==> src/design/assert_macros.svh <==
// assertion macros used by the rtl top level
`ifndef ASSERT_MACROS_SVH
`define ASSERT_MACROS_SVH

// same-cycle implication, checked out of reset
`define SBFU_ASSERT_NOW(label, ante, cons) \
  label: assert property (@(posedge clk) disable iff (!rst_n) (ante) |-> (cons)) \
    else $error("sbfu assertion failed");

// next-cycle implication, checked out of reset
`define SBFU_ASSERT_NEXT(label, ante, cons) \
  label: assert property (@(posedge clk) disable iff (!rst_n) (ante) |=> (cons)) \
    else $error("sbfu assertion failed");

`endif

==> src/design/sbfu_pkg.sv <==
// package: types, constants and helpers of the strided bit field unpacker
`default_nettype none

package sbfu_pkg;

  // fixed word geometry
  localparam int WordBits   = 32;
  localparam int ResBits    = WordBits - 2;          // leftover bits never exceed 30
  localparam int AccBits    = ResBits + WordBits;    // leftover plus one fresh word
  localparam int AvailBits  = 6;                     // holds 0..62
  localparam int MaxFields  = 32;                    // fields per word at most
  localparam int FieldBits  = 31;
  localparam int CountBits  = 16;
  localparam int StrideBits = 11;
  localparam int WidthBits  = 5;
  localparam int OutIdxBits = 16;
  localparam int QueueDepth = 2;

  // configuration register indexes
  typedef enum logic [1:0] {
    CFG_FIELD_WIDTH = 2'd0,
    CFG_VALUE_COUNT = 2'd1,
    CFG_ROW_STRIDE  = 2'd2,
    CFG_UNUSED      = 2'd3
  } cfg_idx_t;

  // reset values of the configuration registers
  localparam logic [WidthBits-1:0]  FieldWidthRst = 5'd8;
  localparam logic [CountBits-1:0]  ValueCountRst = 16'd1;
  localparam logic [StrideBits-1:0] RowStrideRst  = 11'd1;

  // configuration seen by the back end
  typedef struct packed {
    logic [WidthBits-1:0]  field_width;
    logic [CountBits-1:0]  value_count;
    logic [StrideBits-1:0] row_stride;
  } cfg_t;

  // back end sequencer
  typedef enum logic {
    ENG_IDLE = 1'b0,
    ENG_EMIT = 1'b1
  } eng_state_t;

  // low ones for a field of w bits
  function automatic logic [FieldBits-1:0] width_mask(input logic [WidthBits-1:0] w);
    width_mask = ~({FieldBits{1'b1}} << w);
  endfunction

  // low ones for n leftover bits
  function automatic logic [ResBits-1:0] residual_mask(input logic [AvailBits-1:0] n);
    residual_mask = ~({ResBits{1'b1}} << n);
  endfunction

endpackage

`default_nettype wire

==> src/design/sbfu_front.sv <==
// front end: configuration registers and input acceptance into the queue
`default_nettype none

module sbfu_front (
  input  wire logic                            clk,
  input  wire logic                            rst_n,
  input  wire logic                            cfg_valid,
  output logic                                 cfg_ready,
  input  wire logic [1:0]                      cfg_index,
  input  wire logic [sbfu_pkg::CountBits-1:0]  cfg_data,
  input  wire logic                            in_valid,
  output logic                                 in_ready,
  input  wire logic [sbfu_pkg::WordBits-1:0]   in_packed_word,
  input  wire logic                            q_full,
  output logic                                 q_push,
  output logic [sbfu_pkg::WordBits-1:0]        q_push_data,
  output sbfu_pkg::cfg_t                       cfg
);

  logic [sbfu_pkg::WidthBits-1:0]  field_width_r;
  logic [sbfu_pkg::CountBits-1:0]  value_count_r;
  logic [sbfu_pkg::StrideBits-1:0] row_stride_r;
  logic                            cfg_wr;

  // register writes are always taken
  assign cfg_ready = 1'b1;
  assign cfg_wr    = cfg_valid && cfg_ready;

  always_ff @(posedge clk) begin
    if (!rst_n) begin
      field_width_r <= sbfu_pkg::FieldWidthRst;
      value_count_r <= sbfu_pkg::ValueCountRst;
      row_stride_r  <= sbfu_pkg::RowStrideRst;
    end else if (cfg_wr) begin
      unique case (sbfu_pkg::cfg_idx_t'(cfg_index))
        sbfu_pkg::CFG_FIELD_WIDTH: field_width_r <= cfg_data[sbfu_pkg::WidthBits-1:0];
        sbfu_pkg::CFG_VALUE_COUNT: value_count_r <= cfg_data;
        sbfu_pkg::CFG_ROW_STRIDE:  row_stride_r  <= cfg_data[sbfu_pkg::StrideBits-1:0];
        default: ;
      endcase
    end
  end

  assign cfg.field_width = field_width_r;
  assign cfg.value_count = value_count_r;
  assign cfg.row_stride  = row_stride_r;

  // words go straight into the queue while it has room
  assign in_ready    = !q_full;
  assign q_push      = in_valid && in_ready;
  assign q_push_data = in_packed_word;

endmodule

`default_nettype wire

==> src/design/sbfu_queue.sv <==
// two-entry word queue between front and back end
`default_nettype none

module sbfu_queue (
  input  wire logic                          clk,
  input  wire logic                          rst_n,
  input  wire logic                          push,
  input  wire logic [sbfu_pkg::WordBits-1:0] push_data,
  output logic                               full,
  output logic                               pop_valid,
  input  wire logic                          pop,
  output logic [sbfu_pkg::WordBits-1:0]      pop_data
);

  localparam int PtrBits = $clog2(sbfu_pkg::QueueDepth);
  localparam int CntBits = $clog2(sbfu_pkg::QueueDepth + 1);

  logic [sbfu_pkg::WordBits-1:0] entry_r [sbfu_pkg::QueueDepth];
  logic [PtrBits-1:0]            wr_ptr_r, wr_ptr_nxt;
  logic [PtrBits-1:0]            rd_ptr_r, rd_ptr_nxt;
  logic [CntBits-1:0]            count_r, count_nxt;
  logic                          do_pop;

  assign full      = (count_r == CntBits'(sbfu_pkg::QueueDepth));
  assign pop_valid = (count_r != '0);
  assign pop_data  = entry_r[rd_ptr_r];
  assign do_pop    = pop && pop_valid;

  // pointer and fill bookkeeping
  always_comb begin
    wr_ptr_nxt = wr_ptr_r;
    rd_ptr_nxt = rd_ptr_r;
    count_nxt  = count_r;
    if (push) begin
      wr_ptr_nxt = (wr_ptr_r == PtrBits'(sbfu_pkg::QueueDepth - 1)) ? '0 : wr_ptr_r + 1'b1;
    end
    if (do_pop) begin
      rd_ptr_nxt = (rd_ptr_r == PtrBits'(sbfu_pkg::QueueDepth - 1)) ? '0 : rd_ptr_r + 1'b1;
    end
    if (push && !do_pop) begin
      count_nxt = count_r + 1'b1;
    end else if (!push && do_pop) begin
      count_nxt = count_r - 1'b1;
    end
  end

  always_ff @(posedge clk) begin
    if (!rst_n) begin
      wr_ptr_r <= '0;
      rd_ptr_r <= '0;
      count_r  <= '0;
    end else begin
      wr_ptr_r <= wr_ptr_nxt;
      rd_ptr_r <= rd_ptr_nxt;
      count_r  <= count_nxt;
    end
  end

  // storage
  always_ff @(posedge clk) begin
    if (push) begin
      entry_r[wr_ptr_r] <= push_data;
    end
  end

endmodule

`default_nettype wire

==> src/design/sbfu_back.sv <==
// back end: splits each word into fields, one field per cycle while the output is free
`default_nettype none

module sbfu_back #(
  parameter int INDEX_BITS = 16
) (
  input  wire logic                            clk,
  input  wire logic                            rst_n,
  input  wire sbfu_pkg::cfg_t                  cfg,
  input  wire logic                            q_valid,
  input  wire logic [sbfu_pkg::WordBits-1:0]   q_data,
  output logic                                 q_pop,
  output logic                                 out_valid,
  input  wire logic                            out_ready,
  output logic [sbfu_pkg::FieldBits-1:0]       out_field_value,
  output logic [sbfu_pkg::OutIdxBits-1:0]      out_dest_index,
  output logic                                 out_last_of_word,
  output logic                                 out_column_done
);

  localparam int IdxExtBits = (INDEX_BITS > sbfu_pkg::OutIdxBits) ? INDEX_BITS
                                                                  : sbfu_pkg::OutIdxBits;
  localparam int SumBits    = ((INDEX_BITS > sbfu_pkg::StrideBits) ? INDEX_BITS
                                                                   : sbfu_pkg::StrideBits) + 1;
  localparam int NBits      = $clog2(sbfu_pkg::MaxFields);

  sbfu_pkg::eng_state_t state_r, state_nxt;

  logic [sbfu_pkg::AccBits-1:0]    acc_r, acc_nxt;
  logic [sbfu_pkg::AvailBits-1:0]  avail_r, avail_nxt;
  logic [NBits-1:0]                n_r, n_nxt;
  logic [sbfu_pkg::CountBits-1:0]  fe_r, fe_nxt;
  logic [INDEX_BITS-1:0]           nidx_r, nidx_nxt;

  logic                            out_valid_r, out_valid_nxt;
  logic [sbfu_pkg::FieldBits-1:0]  out_value_r, out_value_nxt;
  logic [sbfu_pkg::OutIdxBits-1:0] out_index_r, out_index_nxt;
  logic                            out_last_r, out_last_nxt;
  logic                            out_done_r, out_done_nxt;

  logic [sbfu_pkg::WidthBits-1:0]  eff_w;
  logic [sbfu_pkg::AvailBits-1:0]  pos;
  logic [sbfu_pkg::AccBits-1:0]    shifted;
  logic [sbfu_pkg::CountBits-1:0]  fe_inc;
  logic                            done;
  logic                            last;
  logic                            skip;
  logic                            out_free;
  logic [SumBits-1:0]              idx_sum;
  logic [IdxExtBits-1:0]           idx_ext;

  // field extraction datapath
  always_comb begin
    eff_w    = (cfg.field_width == '0) ? sbfu_pkg::WidthBits'(1) : cfg.field_width;
    pos      = avail_r - {1'b0, eff_w};
    shifted  = acc_r >> pos;
    fe_inc   = fe_r + 1'b1;
    done     = (fe_inc == cfg.value_count);
    last     = done || (n_r == NBits'(sbfu_pkg::MaxFields - 1)) || (pos < {1'b0, eff_w});
    skip     = (fe_r >= cfg.value_count);
    out_free = !out_valid_r || out_ready;
    idx_sum  = SumBits'(nidx_r) + SumBits'(cfg.row_stride);
    idx_ext  = IdxExtBits'(nidx_r);
  end

  // sequencer: load a word (or drop it once the column is done), then emit its fields
  always_comb begin
    state_nxt     = state_r;
    acc_nxt       = acc_r;
    avail_nxt     = avail_r;
    n_nxt         = n_r;
    fe_nxt        = fe_r;
    nidx_nxt      = nidx_r;
    out_valid_nxt = out_valid_r && !out_ready;
    out_value_nxt = out_value_r;
    out_index_nxt = out_index_r;
    out_last_nxt  = out_last_r;
    out_done_nxt  = out_done_r;
    q_pop         = 1'b0;
    unique case (state_r)
      sbfu_pkg::ENG_IDLE: begin
        q_pop = q_valid;
        if (q_valid && !skip) begin
          acc_nxt   = {acc_r[sbfu_pkg::ResBits-1:0] & sbfu_pkg::residual_mask(avail_r), q_data};
          avail_nxt = avail_r + sbfu_pkg::AvailBits'(sbfu_pkg::WordBits);
          n_nxt     = '0;
          state_nxt = sbfu_pkg::ENG_EMIT;
        end
      end
      sbfu_pkg::ENG_EMIT: begin
        if (out_free) begin
          out_valid_nxt = 1'b1;
          out_value_nxt = shifted[sbfu_pkg::FieldBits-1:0] & sbfu_pkg::width_mask(eff_w);
          out_index_nxt = idx_ext[sbfu_pkg::OutIdxBits-1:0];
          out_last_nxt  = last;
          out_done_nxt  = done;
          fe_nxt        = fe_inc;
          nidx_nxt      = done ? '0 : idx_sum[INDEX_BITS-1:0];
          avail_nxt     = done ? '0 : pos;
          n_nxt         = n_r + 1'b1;
          if (last) begin
            state_nxt = sbfu_pkg::ENG_IDLE;
          end
        end
      end
      default: state_nxt = sbfu_pkg::ENG_IDLE;
    endcase
  end

  // control state
  always_ff @(posedge clk) begin
    if (!rst_n) begin
      state_r     <= sbfu_pkg::ENG_IDLE;
      avail_r     <= '0;
      fe_r        <= '0;
      nidx_r      <= '0;
      out_valid_r <= 1'b0;
    end else begin
      state_r     <= state_nxt;
      avail_r     <= avail_nxt;
      fe_r        <= fe_nxt;
      nidx_r      <= nidx_nxt;
      out_valid_r <= out_valid_nxt;
    end
  end

  // payload
  always_ff @(posedge clk) begin
    acc_r       <= acc_nxt;
    n_r         <= n_nxt;
    out_value_r <= out_value_nxt;
    out_index_r <= out_index_nxt;
    out_last_r  <= out_last_nxt;
    out_done_r  <= out_done_nxt;
  end

  assign out_valid        = out_valid_r;
  assign out_field_value  = out_value_r;
  assign out_dest_index   = out_index_r;
  assign out_last_of_word = out_last_r;
  assign out_column_done  = out_done_r;

endmodule

`default_nettype wire

==> src/design/strided_bit_field_unpacker.sv <==
// top level of the strided bit field unpacker
// Usage:
//   in_*  : one 32-bit packed word per transaction (valid/ready). Fields of
//           field_width bits lie back to back, msb first, and may straddle words.
//   out_* : one transaction per extracted field, with its destination index
//           (field number times row_stride), last_of_word and column_done flags.
//   cfg_* : register writes (index, data), always ready; write only while idle.
// Timing:
//   a word is queued in a two-entry queue; the back end loads it while idle
//   and then emits one field per cycle while out_ready does not stall it;
//   a word yields about 32 / field_width fields. The first field of a word
//   passes the queue entry, the back-end load and the output register in turn.
//   Words after a finished column are popped and dropped.
// Reset:
//   field_width 8, value_count 1, row_stride 1; leftover bits, field count
//   and index cleared; queue and output register empty.
// Stall:
//   a stalled out_ready holds the output register, the back end waits, and
//   in_ready drops once both queue entries hold words.
`default_nettype none
`include "assert_macros.svh"

module strided_bit_field_unpacker #(
  parameter int INDEX_BITS = 16
) (
  input  wire logic                             clk,
  input  wire logic                             rst_n,
  input  wire logic                             cfg_valid,
  output logic                                  cfg_ready,
  input  wire logic [1:0]                       cfg_index,
  input  wire logic [sbfu_pkg::CountBits-1:0]   cfg_data,
  input  wire logic                             in_valid,
  output logic                                  in_ready,
  input  wire logic [sbfu_pkg::WordBits-1:0]    in_packed_word,
  output logic                                  out_valid,
  input  wire logic                             out_ready,
  output logic [sbfu_pkg::FieldBits-1:0]        out_field_value,
  output logic [sbfu_pkg::OutIdxBits-1:0]       out_dest_index,
  output logic                                  out_last_of_word,
  output logic                                  out_column_done
);

  sbfu_pkg::cfg_t                cfg;
  logic                          q_full;
  logic                          q_push;
  logic [sbfu_pkg::WordBits-1:0] q_push_data;
  logic                          q_valid;
  logic                          q_pop;
  logic [sbfu_pkg::WordBits-1:0] q_data;
  logic [sbfu_pkg::WidthBits-1:0] eff_w;

  // configuration and input acceptance
  sbfu_front u_front (
    .clk            (clk),
    .rst_n          (rst_n),
    .cfg_valid      (cfg_valid),
    .cfg_ready      (cfg_ready),
    .cfg_index      (cfg_index),
    .cfg_data       (cfg_data),
    .in_valid       (in_valid),
    .in_ready       (in_ready),
    .in_packed_word (in_packed_word),
    .q_full         (q_full),
    .q_push         (q_push),
    .q_push_data    (q_push_data),
    .cfg            (cfg)
  );

  // decoupling queue
  sbfu_queue u_queue (
    .clk       (clk),
    .rst_n     (rst_n),
    .push      (q_push),
    .push_data (q_push_data),
    .full      (q_full),
    .pop_valid (q_valid),
    .pop       (q_pop),
    .pop_data  (q_data)
  );

  // field extraction
  sbfu_back #(
    .INDEX_BITS (INDEX_BITS)
  ) u_back (
    .clk              (clk),
    .rst_n            (rst_n),
    .cfg              (cfg),
    .q_valid          (q_valid),
    .q_data           (q_data),
    .q_pop            (q_pop),
    .out_valid        (out_valid),
    .out_ready        (out_ready),
    .out_field_value  (out_field_value),
    .out_dest_index   (out_dest_index),
    .out_last_of_word (out_last_of_word),
    .out_column_done  (out_column_done)
  );

  // effective width for checking
  assign eff_w = (cfg.field_width == '0) ? sbfu_pkg::WidthBits'(1) : cfg.field_width;

  // a column always ends its word
  `SBFU_ASSERT_NOW(a_done_ends_word, out_valid && out_column_done, out_last_of_word)
  // an emitted field never holds bits above the field width
  `SBFU_ASSERT_NOW(a_value_fits_width, out_valid,
                   (out_field_value & ~sbfu_pkg::width_mask(eff_w)) == '0)
  // after a completed column is taken, the next field starts at index zero
  `SBFU_ASSERT_NEXT(a_index_restarts, out_valid && out_ready && out_column_done,
                    !out_valid || out_dest_index == '0)

endmodule

`default_nettype wire
==> config.mk <==
export PLATFORM = sky130hd
export DESIGN_NAME = strided_bit_field_unpacker
export DESIGN_NICKNAME = d
export VERILOG_FILES = /design/src/design/sbfu_pkg.sv /design/src/design/sbfu_front.sv /design/src/design/sbfu_queue.sv /design/src/design/sbfu_back.sv /design/src/design/strided_bit_field_unpacker.sv
export VERILOG_INCLUDE_DIRS = /design/src /design/src/design
export SDC_FILE = /design/constraint.sdc
export NUM_CORES = 1
export LEC_CHECK = 0
export BUFFER_PORTS_ARGS = -buffer_cell sky130_fd_sc_hd__buf_2
export CORE_UTILIZATION = 60
export DETAILED_ROUTE_END_ITERATION = 6
export PLACE_DENSITY = 0.79
export SYNTH_ARGS = -nofsm -noshare
export SYNTH_HDL_FRONTEND = slang
export SYNTH_SLANG_ARGS = --single-unit
==> constraint.sdc <==
create_clock -name clk -period 5.5 [get_ports clk]
set_input_delay 0.825 -clock clk [delete_from_list [all_inputs] [get_ports clk]]
set_output_delay 0.825 -clock clk [all_outputs]
set_load 0.005 [all_outputs]
==> impl_metrics.tcl <==
set metrics [dict create \
    multi_input_area_mm2 0.00718 \
    clkSinkCount 256 \
    min_path_cells 1 \
    ys.flop_type "edfxtp_1" \
    fin_setup_tns_ps 0 \
    path_cells "nor2_1, a21o_1, ha_4, inv_1, fa_4, mux2i_1, mux2_2, o21ai_0, mux2i_1, o21ai_1, nor2_1, a2111oi_0" \
    synthesis.nets 1439 \
    timing.critical_path.fanout_max 70 \
    synth-async-reset-ratio 0 \
    holdCritStartpoint "in_packed_word[2]" \
    drc 0 \
    r2r_slack_ps 750 \
    die_w_um 158 \
    slowest_stage "fa_4" \
    critPathKind "flop to flop" \
    yosysTopAreaCell "edfxtp_1" \
    io_pins 107 \
    setup_viol 0 \
    dp_slack_ps 782 \
    fin_skew_ps 11.8 \
    start_util 0.617 \
    p_per_area_mw_per_mm2 537 \
    peakVddDrop_v 0.000397 \
    first_pass_iters 5 \
    status "complete, no violations" \
    synthTopCellsByCount "180 x edfxtp_1, 160 x nand2_1, 88 x mux2i_1" \
    vias 10800 \
    post_drt_wl_per_cell_um 19.8 \
    period_needed_ps 4750 \
    cts_tree "done" \
    slew_viol_final 0 \
    grt_first_pass_wirelength_um 54900 \
    die_h_um 158 \
    postCtsSetupBuffers 0 \
    drv_cap 0 \
    row_count 56 \
    hold_viol 0 \
    synth_most_common_cell "edfxtp_1" \
    area_delta_synth_final_pct 11.1 \
    start_kind "flop" \
    layout-drive-gt1-share 0.184 \
    insertion_delay_ps 550 \
    cts_buffers 27 \
    ys_warn_count 0 \
    dpl.hpwl_um 24200 \
    hold_path_class "input pin to flop" \
    reg2reg_depth 12 \
    synth_top_area_share 0.370 \
    synth_edf_count 180 \
    globalRoute.totalOverflow 0 \
    core_mm2 0.0237 \
    synth_cell_types 76 \
    leakage_uw 0.00616 \
    max_freq_mhz 210 \
    gp_congestion 0.956 \
    drt_iter0_markers 1181 \
    root_buffer "clkbuf_16" \
    clockBufferDepth 3 \
    synth_area_mm2 0.0146 \
    die_area_mm2 0.0250 \
    crit_path_end_kind "flop" \
    nets 1499 \
    drt-total-wl_um 34500 \
    netlist_top_cells_area "edfxtp_1 37%, dfxtp_1 10%, mux4_2 6.2%, mux2i_1 6.0%, nand2_1 4.1%" \
    path_clk_slew_ps 60 \
    synth_seq_cells 256 \
    htree_levels 1 \
    slowest_delay_ps 1480 \
    port-buffer-count 105 \
    arrival_ps 5050 \
    netlist_instances 1341 \
    post_cts_resized 0 \
    diodes 0 \
    slew_headroom 0.204 \
    finalCritPeriodShare 0.864 \
    regArea_mm2 0.00693 \
    holdPathEnd "u_queue.entry_r[1][2]" \
    grt_setup_unrepaired "no" \
    drtAntennaViolNets 0 \
    holdWs_ps 464 \
    grt_antenna_before_repair 0 \
    grt_max_degree 71 \
    reg2reg_to "u_back.out_field_value[22]" \
    tightest_slew_ps 1190 \
    synth_seq_area_share 0.474 \
    fill_cells 1773 \
    grtUsageTotal 0.284 \
    hold_buffers 0 \
    avgViaCountPerCell 6.22 \
    fin_ws_ps 746 \
    timing.rr.start "u_front.field_width_r[3]" \
    syn-mean-instance-area_um2 10.9 \
    crit_required_ps 5790 \
    grt_pass1_vias 10400 \
]
==> logic make-up after synthesis <==
| group | after synthesis | synth area share |
|---|---|---|
| AO/OA/AOI/OAI | 289 | 0.136 |
| flip-flops | 256 | 0.474 |
| AND/OR/NAND/NOR | 409 | 0.132 |
| buffers and inverters | 127 | 0.0382 |
| other | 1 | 0.000256 |
| XOR/XNOR | 48 | 0.0293 |
| adder cells (fa/ha/maj) | 43 | 0.0378 |
| multiplexers | 168 | 0.153 |
==> registers in the layout, summed over array words and instances (netlist names), 5 cells and up <==
name,count
u_back.out_dest_index,16
u_back.idx_ext,16
u_back.avail_r,6
u_back.acc_r,62
u_front.value_count_r,16
u_front.field_width_r,5
u_back.n_r,5
u_front.row_stride_r,11
u_back.out_field_value,31
u_queue.entry_r,64
u_back.fe_r,16
==> layout make-up <==
type	instances	share of cell area
multi-input combinational	958	0.442
inverter	36	0.00832
clock buffer	35	0.0456
clock inverter	14	0.0132
timing repair buffer	122	0.0402
sequential	256	0.426
tap	319	0.0246
==> where the power goes <==
part / switching (uW) / internal [uW] / total (uW)
clock network: 747 / 1190 / 1940
registers: 479 / 2750 / 3230
logic: 2140 / 1420 / 3560
==> worst max-delay path by stage <==
stage | startpoint | end | slack (ps) | depth (start not counted)
final | u_front.field_width_r[3] | u_back.out_field_value[22] | 750 | 12
after global routing | u_front.field_width_r[3] | u_back.out_field_value[13] | 410 | 12
after CTS | u_front.field_width_r[3] | u_back.out_field_value[22] | 760 | 12
after detailed placement | u_front.field_width_r[3] | u_back.out_field_value[22] | 780 | 12
after global placement | u_front.field_width_r[3] | u_back.out_field_value[5] | 950 | 12
after floorplan | u_front.field_width_r[3] | u_back.out_field_value[11] | 1900 | 15
==> per-stage QoR <==
stage                     utilization  instances  power (uW)  area [um2]
after global placement          0.646       1691        6680       15300
after global routing            0.686       1740        9170       16300
after CTS                       0.686       1740        8660       16300
final                           0.686       1740        8730       16300
after detailed placement        0.646       1691        6710       15300
after floorplan                     -       1341        5630       14600
==> cells in the final DEF, fill, tap and decap left out, types with 11 or more instances in the layout <==
master     Yosys  routed
nand3_1       35      35
nand2_1      160     159
dfxtp_1       76      76
and3_1        11      11
buf_4         10      17
a21o_1        11      11
edfxtp_1     180     180
nor2b_1       29      29
and2_1        25      25
o21ai_0       55      55
mux2_2        40      40
ha_1          41      40
nor3_1        15      15
inv_1         35      35
a211oi_1      40      40
nor2_1        85      84
o21a_1        11      11
xor2_1        13      13
mux2i_1       88      88
xnor2_1       34      33
a21oi_1       48      48
mux4_2        40      40
clkbuf_16      0      28
buf_2         23     105
a21boi_0      44      44
==> critical path: cells and delay by family, from the launching register on <==
| family | cells | cell delay [ps] |
|---|---|---|
| buffers and inverters | 1 | 50 |
| multiplexers | 3 | 680 |
| flip-flops | 1 | 420 |
| adder cells (fa/ha/maj) | 2 | 1640 |
| AO/OA/AOI/OAI | 4 | 1190 |
| AND/OR/NAND/NOR | 2 | 490 |
==> routing by layer <==
| metal | vias up | wire (um) | track usage |
|---|---|---|---|
| met5 | - | 0 | 0 |
| met4 | 0 | 1130 | 0.0984 |
| met3 | 83 | 2880 | 0.0394 |
| met2 | 531 | 15500 | 0.445 |
| met1 | 5136 | 15000 | 0.403 |
| li1 | 5076 | - | - |
Note: power is estimated with default switching activity, not from simulation.
